[src/hw/rtl/dapg_pkg.sv]
// Shared types, constants and helper functions for the dream attractor point generator.
// Used by the controller, the datapath and the top level; depends on nothing else.
package dapg_pkg;

   localparam int SCREEN_WIDTH  = 1280;
   localparam int SCREEN_HEIGHT = 1024;
   localparam int PIXEL_SCALE   = 300;

   localparam int COORD_W  = 31;
   localparam int COEF_W   = 30;
   localparam int PIX_W    = 13;
   localparam int OP_W     = 34;
   localparam int PROD_W   = 2 * OP_W;
   localparam int SCALE_W  = $clog2(PIXEL_SCALE + 1) + 1;
   localparam int PPROD_W  = COORD_W + SCALE_W;
   localparam int PFLOOR_W = PPROD_W - 28;
   localparam int PSUM_W   = PFLOOR_W + 2;
   localparam int PIX_MAX  = (1 << (PIX_W - 1)) - 1;
   localparam int PIX_MIN  = -(1 << (PIX_W - 1));

   localparam logic [31:0] TURNS_PER_RAD = 32'd2734261102;
   localparam logic [32:0] HALF_PI       = 33'd6746518852;
   localparam logic [32:0] ONE_Q32       = 33'h1_0000_0000;

   localparam logic [2:0] CSR_COEF_A  = 3'd0;
   localparam logic [2:0] CSR_COEF_B  = 3'd1;
   localparam logic [2:0] CSR_COEF_C  = 3'd2;
   localparam logic [2:0] CSR_COEF_D  = 3'd3;
   localparam logic [2:0] CSR_START_X = 3'd4;
   localparam logic [2:0] CSR_START_Y = 3'd5;

   localparam logic [30:0] RESET_COEF_A  = 31'h50878101;
   localparam logic [30:0] RESET_COEF_B  = 31'h2E13FC01;
   localparam logic [29:0] RESET_COEF_C  = 30'h3A285DB7;
   localparam logic [29:0] RESET_COEF_D  = 30'h3A7BFE7E;
   localparam logic [30:0] RESET_START_X = 31'h7E666666;
   localparam logic [30:0] RESET_START_Y = 31'h00000000;

   // Sine evaluation order: x' uses sin(b*y) and sin(b*x), y' uses sin(a*x) and sin(a*y).
   localparam logic [1:0] SINE_BY = 2'd0;
   localparam logic [1:0] SINE_BX = 2'd1;
   localparam logic [1:0] SINE_AX = 2'd2;
   localparam logic [1:0] SINE_AY = 2'd3;

   localparam logic [3:0] FIRST_COS_TERM = 4'd4;
   localparam logic [3:0] LAST_SIN_TERM  = 4'd3;
   localparam logic [3:0] LAST_COS_TERM  = 4'd8;

   typedef enum logic [3:0] {
      MUL_NONE, MUL_PQ, MUL_TPR, MUL_HPI, MUL_TT, MUL_ZH, MUL_RCP, MUL_THH, MUL_CS, MUL_DS
   } mul_op_type;

   typedef enum logic [3:0] {
      WB_NONE, WB_LOAD, WB_CAPTURE, WB_T, WB_PHASE, WB_TH, WB_Z, WB_DIV, WB_SIN, WB_SEL,
      WB_NX, WB_NY
   } wb_op_type;

   typedef struct packed {
      mul_op_type mul_op;
      wb_op_type  wb_op;
      logic [1:0] sine;
      logic [3:0] term;
   } dapg_cmd_type;

   typedef enum logic [4:0] {
      ST_IDLE, ST_EMIT, ST_MUL_PQ, ST_WB_T, ST_MUL_TPR, ST_WB_PHASE, ST_MUL_HPI, ST_WB_TH,
      ST_MUL_TT, ST_WB_Z, ST_MUL_ZH, ST_MUL_RCP, ST_WB_DIV, ST_MUL_THH, ST_WB_SIN, ST_WB_SEL,
      ST_MUL_CS, ST_WB_NX, ST_MUL_DS, ST_WB_NY
   } state_type;

   typedef struct packed {
      logic [PIX_W-1:0] pix;
      logic             visible;
   } pixel_type;

   // Divisors of the Taylor terms: four sine terms, then five cosine terms.
   function automatic logic [6:0] div_const(input logic [3:0] term);
      logic [6:0] d;
      case (term)
         4'd0: d = 7'd72;
         4'd1: d = 7'd42;
         4'd2: d = 7'd20;
         4'd3: d = 7'd6;
         4'd4: d = 7'd90;
         4'd5: d = 7'd56;
         4'd6: d = 7'd30;
         4'd7: d = 7'd12;
         4'd8: d = 7'd2;
         default: d = 7'd1;
      endcase
      return d;
   endfunction

   function automatic logic [5:0] div_shift(input logic [3:0] term);
      logic [5:0] k;
      case (term)
         4'd0: k = 6'd38;
         4'd1: k = 6'd37;
         4'd2: k = 6'd36;
         4'd3: k = 6'd34;
         4'd4: k = 6'd38;
         4'd5: k = 6'd37;
         4'd6: k = 6'd36;
         4'd7: k = 6'd35;
         4'd8: k = 6'd33;
         default: k = 6'd32;
      endcase
      return k;
   endfunction

   // Reciprocal floor(2^k / d); the quotient it gives is low by at most one.
   function automatic logic [32:0] div_recip(input logic [3:0] term);
      logic [32:0] m;
      case (term)
         4'd0: m = 33'd3817748707;
         4'd1: m = 33'd3272356035;
         4'd2: m = 33'd3435973836;
         4'd3: m = 33'd2863311530;
         4'd4: m = 33'd3054198966;
         4'd5: m = 33'd2454267026;
         4'd6: m = 33'd2290649224;
         4'd7: m = 33'd2863311530;
         4'd8: m = 33'd4294967296;
         default: m = 33'd4294967296;
      endcase
      return m;
   endfunction

   function automatic pixel_type pixel_map(input logic signed [COORD_W-1:0] v,
                                           input int half, input int span);
      logic signed [PPROD_W-1:0]  prod;
      logic signed [PSUM_W-1:0]   px;
      pixel_type                  res;
      prod = PPROD_W'(v) * PPROD_W'(signed'(SCALE_W'(PIXEL_SCALE)));
      px = PSUM_W'(signed'(prod[PPROD_W-1:28])) + PSUM_W'(half);
      res.visible = (px >= 0) && (px < PSUM_W'(span));
      if (px < PSUM_W'(PIX_MIN)) begin
         res.pix = PIX_W'(PIX_MIN);
      end else if (px > PSUM_W'(PIX_MAX)) begin
         res.pix = PIX_W'(PIX_MAX);
      end else begin
         res.pix = PIX_W'(px);
      end
      return res;
   endfunction

endpackage

[src/hw/rtl/dapg_ctrl.sv]
// Sequencer of the dream attractor point generator: handshakes and multiply/write-back steps.
// Depends on dapg_pkg for the state, command and term constants.
module dapg_ctrl import dapg_pkg::*; (
   input  logic         clock,
   input  logic         reset,
   input  logic         req_valid,
   output logic         req_stall,
   output logic         rsp_valid,
   input  logic         rsp_stall,
   output dapg_cmd_type cmd
);

   state_type  state_ff, state_in;
   logic [3:0] term_ff, term_in;
   logic [1:0] sine_ff, sine_in;
   logic       rsp_valid_ff, rsp_valid_in;

   always_ff @(posedge clock) begin
      if (reset) begin
         state_ff     <= ST_IDLE;
         term_ff      <= '0;
         sine_ff      <= '0;
         rsp_valid_ff <= 1'b0;
      end else begin
         state_ff     <= state_in;
         term_ff      <= term_in;
         sine_ff      <= sine_in;
         rsp_valid_ff <= rsp_valid_in;
      end
   end

   assign rsp_valid = rsp_valid_ff;

   always_comb begin
      state_in     = state_ff;
      term_in      = term_ff;
      sine_in      = sine_ff;
      rsp_valid_in = rsp_valid_ff && rsp_stall;
      req_stall    = 1'b1;
      cmd.mul_op   = MUL_NONE;
      cmd.wb_op    = WB_NONE;
      cmd.sine     = sine_ff;
      cmd.term     = term_ff;
      case (state_ff)
         ST_IDLE: begin
            req_stall = 1'b0;
            if (req_valid) begin
               cmd.wb_op = WB_LOAD;
               state_in  = ST_EMIT;
            end
         end
         ST_EMIT: begin
            if (!rsp_valid_ff || !rsp_stall) begin
               cmd.wb_op    = WB_CAPTURE;
               rsp_valid_in = 1'b1;
               sine_in      = SINE_BY;
               state_in     = ST_MUL_PQ;
            end
         end
         ST_MUL_PQ: begin
            cmd.mul_op = MUL_PQ;
            state_in   = ST_WB_T;
         end
         ST_WB_T: begin
            cmd.wb_op = WB_T;
            state_in  = ST_MUL_TPR;
         end
         ST_MUL_TPR: begin
            cmd.mul_op = MUL_TPR;
            state_in   = ST_WB_PHASE;
         end
         ST_WB_PHASE: begin
            cmd.wb_op = WB_PHASE;
            state_in  = ST_MUL_HPI;
         end
         ST_MUL_HPI: begin
            cmd.mul_op = MUL_HPI;
            state_in   = ST_WB_TH;
         end
         ST_WB_TH: begin
            cmd.wb_op = WB_TH;
            state_in  = ST_MUL_TT;
         end
         ST_MUL_TT: begin
            cmd.mul_op = MUL_TT;
            state_in   = ST_WB_Z;
         end
         ST_WB_Z: begin
            cmd.wb_op = WB_Z;
            term_in   = '0;
            state_in  = ST_MUL_ZH;
         end
         ST_MUL_ZH: begin
            cmd.mul_op = MUL_ZH;
            state_in   = ST_MUL_RCP;
         end
         ST_MUL_RCP: begin
            cmd.mul_op = MUL_RCP;
            state_in   = ST_WB_DIV;
         end
         ST_WB_DIV: begin
            cmd.wb_op = WB_DIV;
            if (term_ff == LAST_SIN_TERM) begin
               state_in = ST_MUL_THH;
            end else if (term_ff == LAST_COS_TERM) begin
               state_in = ST_WB_SEL;
            end else begin
               term_in  = term_ff + 4'd1;
               state_in = ST_MUL_ZH;
            end
         end
         ST_MUL_THH: begin
            cmd.mul_op = MUL_THH;
            state_in   = ST_WB_SIN;
         end
         ST_WB_SIN: begin
            cmd.wb_op = WB_SIN;
            term_in   = FIRST_COS_TERM;
            state_in  = ST_MUL_ZH;
         end
         ST_WB_SEL: begin
            cmd.wb_op = WB_SEL;
            if (sine_ff == SINE_AY) begin
               state_in = ST_MUL_CS;
            end else begin
               sine_in  = sine_ff + 2'd1;
               state_in = ST_MUL_PQ;
            end
         end
         ST_MUL_CS: begin
            cmd.mul_op = MUL_CS;
            state_in   = ST_WB_NX;
         end
         ST_WB_NX: begin
            cmd.wb_op = WB_NX;
            state_in  = ST_MUL_DS;
         end
         ST_MUL_DS: begin
            cmd.mul_op = MUL_DS;
            state_in   = ST_WB_NY;
         end
         ST_WB_NY: begin
            cmd.wb_op = WB_NY;
            state_in  = ST_IDLE;
         end
         default: begin
            state_in = ST_IDLE;
         end
      endcase
   end

endmodule

[config.mk]
export PLATFORM = sky130hd
export DESIGN_NAME = dapg_ctrl
export DESIGN_NICKNAME = d
export VERILOG_FILES = /design/src/hw/rtl/dapg_pkg.sv /design/src/hw/rtl/dapg_ctrl.sv
export SDC_FILE = /design/constraint.sdc
export NUM_CORES = 1
export LEC_CHECK = 0
export BUFFER_PORTS_ARGS = -buffer_cell sky130_fd_sc_hd__buf_2
export CAP_MARGIN = 20
export CORE_ASPECT_RATIO = 1.1
export CORE_UTILIZATION = 52
export CTS_CLUSTER_SIZE = 12
export DETAILED_ROUTE_END_ITERATION = 6
export GPL_TIMING_DRIVEN = 0
export HOLD_SLACK_MARGIN = 0.12
export PLACE_DENSITY_LB_ADDON = 0.3
export SLEW_MARGIN = 20
export SYNTH_ARGS = -nofsm -noshare
export SYNTH_HDL_FRONTEND = slang
export SYNTH_SLANG_ARGS = --single-unit
[constraint.sdc]
create_clock -name clock -period 2.03 [get_ports clock]
set_input_delay 0.406 -clock clock [delete_from_list [all_inputs] [get_ports clock]]
set_output_delay 0.406 -clock clock [all_outputs]
set_load 0.02 [all_outputs]
* After elaboration in Yosys (flattened, before gate mapping)
Index checks and enable logic that the tools add are counted.
** Cells by class
- Add/subtract/negate cells :: 2
- Eq/ne operators :: 27
- Multiplexer cells :: 19
- Reductions and logical operators :: 11
** Operator list (number)
- $pmux 5 s18 :: 1
- $pmux 4 s11 :: 1
- $eq 5x4->1 const B :: 8
- $pmux 4 s9 :: 1
- $eq 5x3->1 const B :: 4
- $eq 5x5->1 const B :: 4
- $mux 5 :: 3
- $pmux 4 s3 :: 1
- $eq 5x2->1 const B :: 2
- $ne 2x2->1 const B :: 5
- $mux 4 :: 2
- $mux 2 :: 3
- $mux 3 :: 2
- $reduce_and 3->1 :: 2
- $eq 5x1->1 const B :: 1
- $logic_not 5->1 :: 1
- $add 4x1->4 const B :: 1
- $eq 4x2->1 const B :: 1
- $eq 4x4->1 const B :: 1
- $mux 1 :: 4
- $pmux 2 s2 :: 1
- $reduce_bool 3->1 :: 1
- $add 2x1->2 const B :: 1
- $eq 2x2->1 const B :: 1
- 6 further kinds :: 7
** Storage, ports and cells
- Bits in registers :: 12
- Input port bits :: 4
- Output and inout bits :: 16
- Logic and storage cells :: 63

* Longest topological paths before layout
Gate-level depths: netlist (run 1).
- Depth in word-level cells :: 4
- Mapped depth :: 6
- Mapped depth without buffers :: 6

* Worst setup path before layout (run 1)
OpenSTA, ideal clock, no wires.
- Path type :: reg2out
- Start :: register state_ff[3]
- End :: output cmd[6] in the netlist's numbering
- Arrival time :: 1.582 ns
- Required time :: 1.624 ns
- Slack :: 0.042 ns
- Stages on the path, launching flop included :: 5
- Path buffers :: 1
- Cells stage by stage :: dfxtp_1 clkbuf_1 nor2_1 a21oi_1 o41ai_1
** RTL lines
- from (decl) :: line dapg_ctrl.sv:13 : state_type state_ff, state_in;
- from (signal assigned) :: line dapg_ctrl.sv:25 : state_ff <= state_in;
- to (decl) :: line dapg_ctrl.sv:10 : output dapg_cmd_type cmd

==> results of run 1 <==
## stage by stage
stage	hold WS [ns]	power, mW
6_report	0.3989	0.7650
5_1_grt	0.4299	0.7962
4_1_cts	0.4028	0.7404
3_5_place_dp	0.5195	0.5269
3_3_place_gp	0.5046	0.5205
2_1_floorplan	0.4784	0.4567
## routing by layer
layer  up-vias  wire (um)  GRT usage (%)  part of all wire (%)
met2        70       1293          51.88                    48
met4         0         57          10.97                   2.1
met1       493       1097          35.39                    41
li1        503          -              -                     -
met3        11        256          5.159                   9.5
met5         -          0              0                     0
## state kept, by name (all words and copies together) (netlist names)
name,count
state_ff,5
term_ff,4
sine_ff,2
rsp_valid,1
## cell usage in the layout (no fill, tap or decap), types with 3 or more instances in the layout
master,instances
a21oi_1,6
a31oi_1,6
buf_2,20
buf_4,5
clkbuf_4,4
dfxtp_1,10
ha_1,3
inv_1,6
nand2_1,7
nand3_1,7
nor2_1,9
nor2b_1,3
nor3_1,5
o21ai_0,7
## final cells by class
cell class	count	share of cell area (%)
Sequential cell	12	21.19
Buffer	7	5.405
Inverter	6	1.946
Multi-Input combinational cell	96	56.11
Tap cell	17	1.838
Clock buffer	4	3.135
Timing Repair Buffer	22	10.38
## path summary, 6_finish.rpt
path / to / from / cells after the start / slack, ns
worst max-delay path: cmd[6] / state_ff[3] / 6 / 0.02
worst min-delay path: rsp_valid / reset / 2 / 0.40
worst max register to register: term_ff[3] / term_ff[0] / 6 / 0.06
worst min register to register: sine_ff[1] / sine_ff[1] / 2 / 0.53
## power groups by stage
stage | sequential [mW] | combinational [mW] | clock [mW]
2_1_floorplan | 0.260 | 0.197 | 0
6_report | 0.257 | 0.308 | 0.201
5_1_grt | 0.258 | 0.329 | 0.209
3_3_place_gp | 0.258 | 0.263 | 0
3_5_place_dp | 0.258 | 0.268 | 0
4_1_cts | 0.257 | 0.280 | 0.203
## worst max-delay path: stages (launching register included)
cell	delay, ns
dfxtp_1	0.35
buf_8	0.16
nor2_4	0.12
buf_4	0.15
a21oi_1	0.09
o41ai_2	0.23
buf_2	0.22
## cell families after synthesis
| group | Yosys count | share of synthesized area, % |
|---|---|---|
| flops | 12 | 26.30 |
| fa+ha+maj | 3 | 4.110 |
| xor+xnor | 4 | 3.836 |
| simple gates | 50 | 29.32 |
| compound gates | 37 | 27.12 |
| mux | 2 | 2.739 |
| buf+inv | 14 | 6.575 |
## what timing repair did
action,4_1_cts,5_1_grt
pin swaps,1,0
hold buffers,0,0
resized for setup,13,17
buffers inserted,3,0
setup endpoints to repair,7,6
gates cloned,0,0
==> flow_summary_export.csv, run 1 <==
group,metric,value,unit
outcome,outcome,"complete, no violations",
routing,vias,1077,
routing,drcViolationCount,0,
cells_and_area,drive_above_1_share,29.93,%
cells_and_area,regArea,245.2,um2
worst_setup_path,cp_data_arrival_time,1.61,ns
power_and_ir_drop,power.switching,0.2920,mW
job,drv_cap,0,
cells_and_area,nets,155,
timing,period_share,99.16,%
timing,timing.final.max_slew_violations,0,
clock_tree,clkLatencyLatePin,0.28,ns
power_and_ir_drop,p_per_area,661.0,nW/um2
floorplan,io_pins,20,
floorplan,rows,15,
yosys,synth_top_area_share,26.30,%
power_and_ir_drop,peakVddDrop,313.9,uV
global_route,grt_pass1_vias,940,
yosys,synth_common_cells,"12 x dfxtp_1, 11 x nor2_1, 8 x nand2_1",
routing,viasPerCell,6.567,
worst_hold_path,worstHoldPathType,"input pin to register",
yosys,syn_inst,122,
timing,fin_ws,0.01712,ns
routing,wire_per_inst,16.49,um
yosys,async_flop_share,0,%
floorplan,die_h,45.96,um
floorplan,core_area,1614,um2
timing,tightest_slew,0.4148,ns
global_route,grt-ovfl-total,0,
power_and_ir_drop,comb_power_share,40.2,%
place,dp_slack,-0.01428,ns
global_route,grt_start_max_net_pins,11,
global_route,antenna_found_initial,0,
global_route,gr-usage-all-layers,29.16,%
worst_setup_path,path_class,"register to output pin",
cells_and_area,antenna_cells,0,
place,dpl.cell_count,158,
place,finalWeightedCongestion,0.9238,
clock_tree,path_clk_slew,0.09,ns
yosys,yosys_warnings,0,
yosys,yosysTopAreaCell,"dfxtp_1",
timing,fin_crit,2.013,ns
clock_tree,cts_buffer_depth,2,
cells_and_area,area_growth,26.71,%
routing,totalWireLength,2704,um
worst_setup_path,critPathRequiredTime,1.62,ns
place,port-buffer-count,19,
place,placed_area,1030,um2
routing,drt_iter0_drc,74,
yosys,yosysSeqAreaShare,26.30,%
yosys,synth_area_per_cell,7.487,um2
global_route,grt_pass1_wl,4264,um
power_and_ir_drop,internal-power,0.4730,mW
timing,setup-violations-final,0,
floorplan,initial_core_util,56.59,%
cells_and_area,instances_no_fill,164,
timing,fin_skew,0.01272,ns
power_and_ir_drop,pwr-share-clk,26.2,%
power_and_ir_drop,p_sw_share,38.17,%
clock_tree,numCtsBuffers,3,
place,dp_hpwl,1816,um
cells_and_area,multi_input_area,649.4,um2
worst_setup_path,crit_path_end_kind,"output pin",
yosys,synth_edf_count,0,
timing,hold_viol,0,
clock_tree,cts.sinks,12,
cells_and_area,stdcell_area,1157,um2
worst_setup_path,critPathMaxFanout,10,
yosys,ys_seq_elements,12,
worst_setup_path,cp-start-kind,"register",
routing,firstDrtPassIters,6,
routing,drtAntennaViolNets,0,
clock_tree,tritoncts,"done",
floorplan,die_width,41.96,um
timing,setup_tns,0,ns
cells_and_area,fin_util,71.71,%
yosys,yosysMostFrequentCell,"dfxtp_1",
power_and_ir_drop,leakage,0.5126,nW
timing,relSlewSlack,71.63,%
timing,rsz0062_at_grt,"true",
floorplan,die-area,1928,um2
yosys,syn_nets,129,
clock_tree,cts-root-buf,"clkbuf_4",
yosys,yosysUniqueCellTypes,42,
yosys,synth_area_leaders,"dfxtp_1 26%, nor2_1 4.5%, a31oi_1 4.1%",
timing,max_freq,0.4968,GHz
cells_and_area,fillerInstances,135,
yosys,synth_flop_cell,"dfxtp_1",
clock_tree,htreeDepth,1,
yosys,synth_area,913.4,um2
power_and_ir_drop,pwr-share-seq,33.5,%
Note: power is estimated with default switching activity, not from simulation.
==> run 2, diff against run 1 <==
--- a/config.mk
+++ b/config.mk
@@ -7,8 +7,10 @@
 export LEC_CHECK = 0
 export BUFFER_PORTS_ARGS = -buffer_cell sky130_fd_sc_hd__buf_2
 export CAP_MARGIN = 20
+export CELL_PAD_IN_SITES_DETAIL_PLACEMENT = 1
+export CELL_PAD_IN_SITES_GLOBAL_PLACEMENT = 1
 export CORE_ASPECT_RATIO = 1.1
-export CORE_UTILIZATION = 52
+export CORE_UTILIZATION = 38
 export CTS_CLUSTER_SIZE = 12
 export DETAILED_ROUTE_END_ITERATION = 6
 export GPL_TIMING_DRIVEN = 0
==> run 2 against run 1 <==
  * Final area rose by 5.1%
  * Largest power group unchanged
  * Sequential power fell by 2%
  * Die area rose by 35%
  * Combinational power rose by 5%
  * Critical endpoint is now cmd[10]
  * Maximum frequency rose by 0.15%
  * Setup slack improved by 0.0031 ns
  * Clock skew fell by 0.011 ns
  * Sequential share of layout area fell by 0.92 points
  * Critical path depth rose by 1
  * Largest cell class unchanged
==> flow_summary_export.csv, run 2 (synthesis gave the netlist of run 1 again) <==
group,metric,value,unit
place,port-buffer-count,19,
worst_hold_path,worstHoldPathType,"input pin to register",
worst_setup_path,path_class,"register to output pin",
worst_setup_path,crit_path_end_kind,"output pin",
timing,tightest_slew,0.4680,ns
timing,period_share,99.00,%
cells_and_area,largest-register,"state_ff",
clock_tree,cts.sinks,12,
global_route,gr-usage-all-layers,25.31,%
routing,drt_iter0_drc,29,
routing,firstDrtPassIters,4,
clock_tree,tritoncts,"done",
worst_setup_path,slowest_stage,"dfxtp_2",
timing,whs,0.4225,ns
routing,drtAntennaViolNets,0,
timing,hold_viol,0,
floorplan,die_h,53.42,um
routing,totalWireLength,3234,um
timing,fin_crit,2.010,ns
clock_tree,clkLatencyLatePin,0.28,ns
place,finalWeightedCongestion,0.8471,
worst_setup_path,reg2reg_depth,5,
cells_and_area,nets,158,
worst_setup_path,cp_top_family,"buffers and inverters",
worst_setup_path,cp_data_arrival_time,1.60,ns
routing,drcViolationCount,0,
global_route,grt_start_max_net_pins,11,
worst_setup_path,worstPathCellList,"buf_8 -> buf_12 -> nor2_4 -> a22oi_2 -> or2_4 -> o21ai_0 -> buf_2",
routing,wire_per_inst,18.07,um
global_route,grt_pass1_wl,4871,um
worst_setup_path,critPathMaxFanout,5,
timing,relSlewSlack,68.47,%
cells_and_area,regArea,246.5,um2
routing,viasPerCell,5.972,
timing,max_freq,0.4976,GHz
worst_hold_path,worstHoldStart,"reset",
clock_tree,numCtsBuffers,3,
floorplan,core_area,2252,um2
outcome,outcome,"complete, no violations",
timing,rsz0062_at_grt,"true",
floorplan,initial_core_util,40.56,%
worst_setup_path,cp-endpoint,"cmd[10]",
routing,vias,1069,
worst_setup_path,max_stage_delay,0.34,ns
cells_and_area,antenna_cells,0,
worst_setup_path,startpoint,"state_ff[3]",
place,dp_slack,-0.1240,ns
power_and_ir_drop,peakVddDrop,409.0,uV
timing,fin_ws,0.02023,ns
cells_and_area,area_growth,33.15,%
timing,fin_skew,0.001466,ns
worst_setup_path,path_buf_inv,3,
global_route,grt_pass1_vias,1025,
worst_setup_path,cp-start-kind,"register",
worst_setup_path,reg2reg_slack,0.07,ns
worst_setup_path,r2r-start,"term_ff[0]",
cells_and_area,largest_register_ffs,5,
timing,setup_tns,0,ns
job,drv_cap,0,
cells_and_area,multi_input_area,664.4,um2
power_and_ir_drop,leakage,0.5276,nW
clock_tree,cts-root-buf,"clkbuf_4",
cells_and_area,drive_above_1_share,33.56,%
cells_and_area,top_regs,"state_ff x5, term_ff x4, sine_ff x2",
cells_and_area,fin_util,54.00,%
clock_tree,path_clk_slew,0.07,ns
worst_setup_path,crit_cells,7,
cells_and_area,mostFrequentLayoutCells,"20 x buf_2, 10 x nor2_1, 9 x dfxtp_1",
timing,timing.final.max_slew_violations,0,
place,dp_hpwl,2232,um
cells_and_area,layout_commonest_cell,"buf_2",
worst_setup_path,rr_endpoint,"term_ff[3]",
floorplan,die-area,2604,um2
floorplan,rows,18,
floorplan,io_pins,20,
clock_tree,cts_buffer_depth,2,
floorplan,die_width,48.75,um
global_route,antenna_found_initial,0,
global_route,grt-ovfl-total,0,
cells_and_area,fillerInstances,294,
power_and_ir_drop,p_per_area,596.9,nW/um2
timing,setup-violations-final,0,
worst_setup_path,critPathRequiredTime,1.62,ns
clock_tree,htreeDepth,1,
[run 2: per-layer routing]
layer	share of wire [%]	global-route usage (%)	vias to the layer above
met5	0	0	-
met4	2.0	13.24	0
met3	3.7	1.724	7
met2	52	48.15	30
met1	43	28.50	521
li1	-	-	511
[run 2: worst min path at each step]
stage	end	slack [ns]	depth (start not counted)
CTS	state_ff[0]	0.42	2
detailed placement	sine_ff[0]	0.53	2
finish	state_ff[0]	0.42	2
global placement	term_ff[3]	0.51	2
floorplan	rsp_valid	0.48	1
global route	sine_ff[1]	0.43	2
[run 2: area by class of cell]
cell class	instances	share of cell area [%]
clock buffer	3	1.852
inverter	6	1.852
tap	30	3.086
buffer	8	6.173
sequential	12	20.27
multi-input combinational	96	54.63
timing repair buffer	24	12.14
[run 2: through the flow]
step,cell area (um2),cells,power [mW]
2_1_floorplan,913.4,122,0.4567
3_3_place_gp,1046,171,0.5287
3_5_place_dp,1046,171,0.5374
4_1_cts,1111,174,0.6950
5_1_grt,1216,179,0.7551
6_report,1216,179,0.7260
[run 2: repair_timing]
action,in CTS,in global routing
hold buffers,0,0
pin swaps,0,3
gates cloned,0,0
setup buffers,0,5
gates resized for setup,13,23
setup endpoints to repair,8,6
[run 2: report_power, final]
group          internal, mW  total [mW]  switching, mW
logic                 0.123       0.323          0.201
clock network        0.0690       0.150         0.0806
registers             0.246       0.253        0.00733
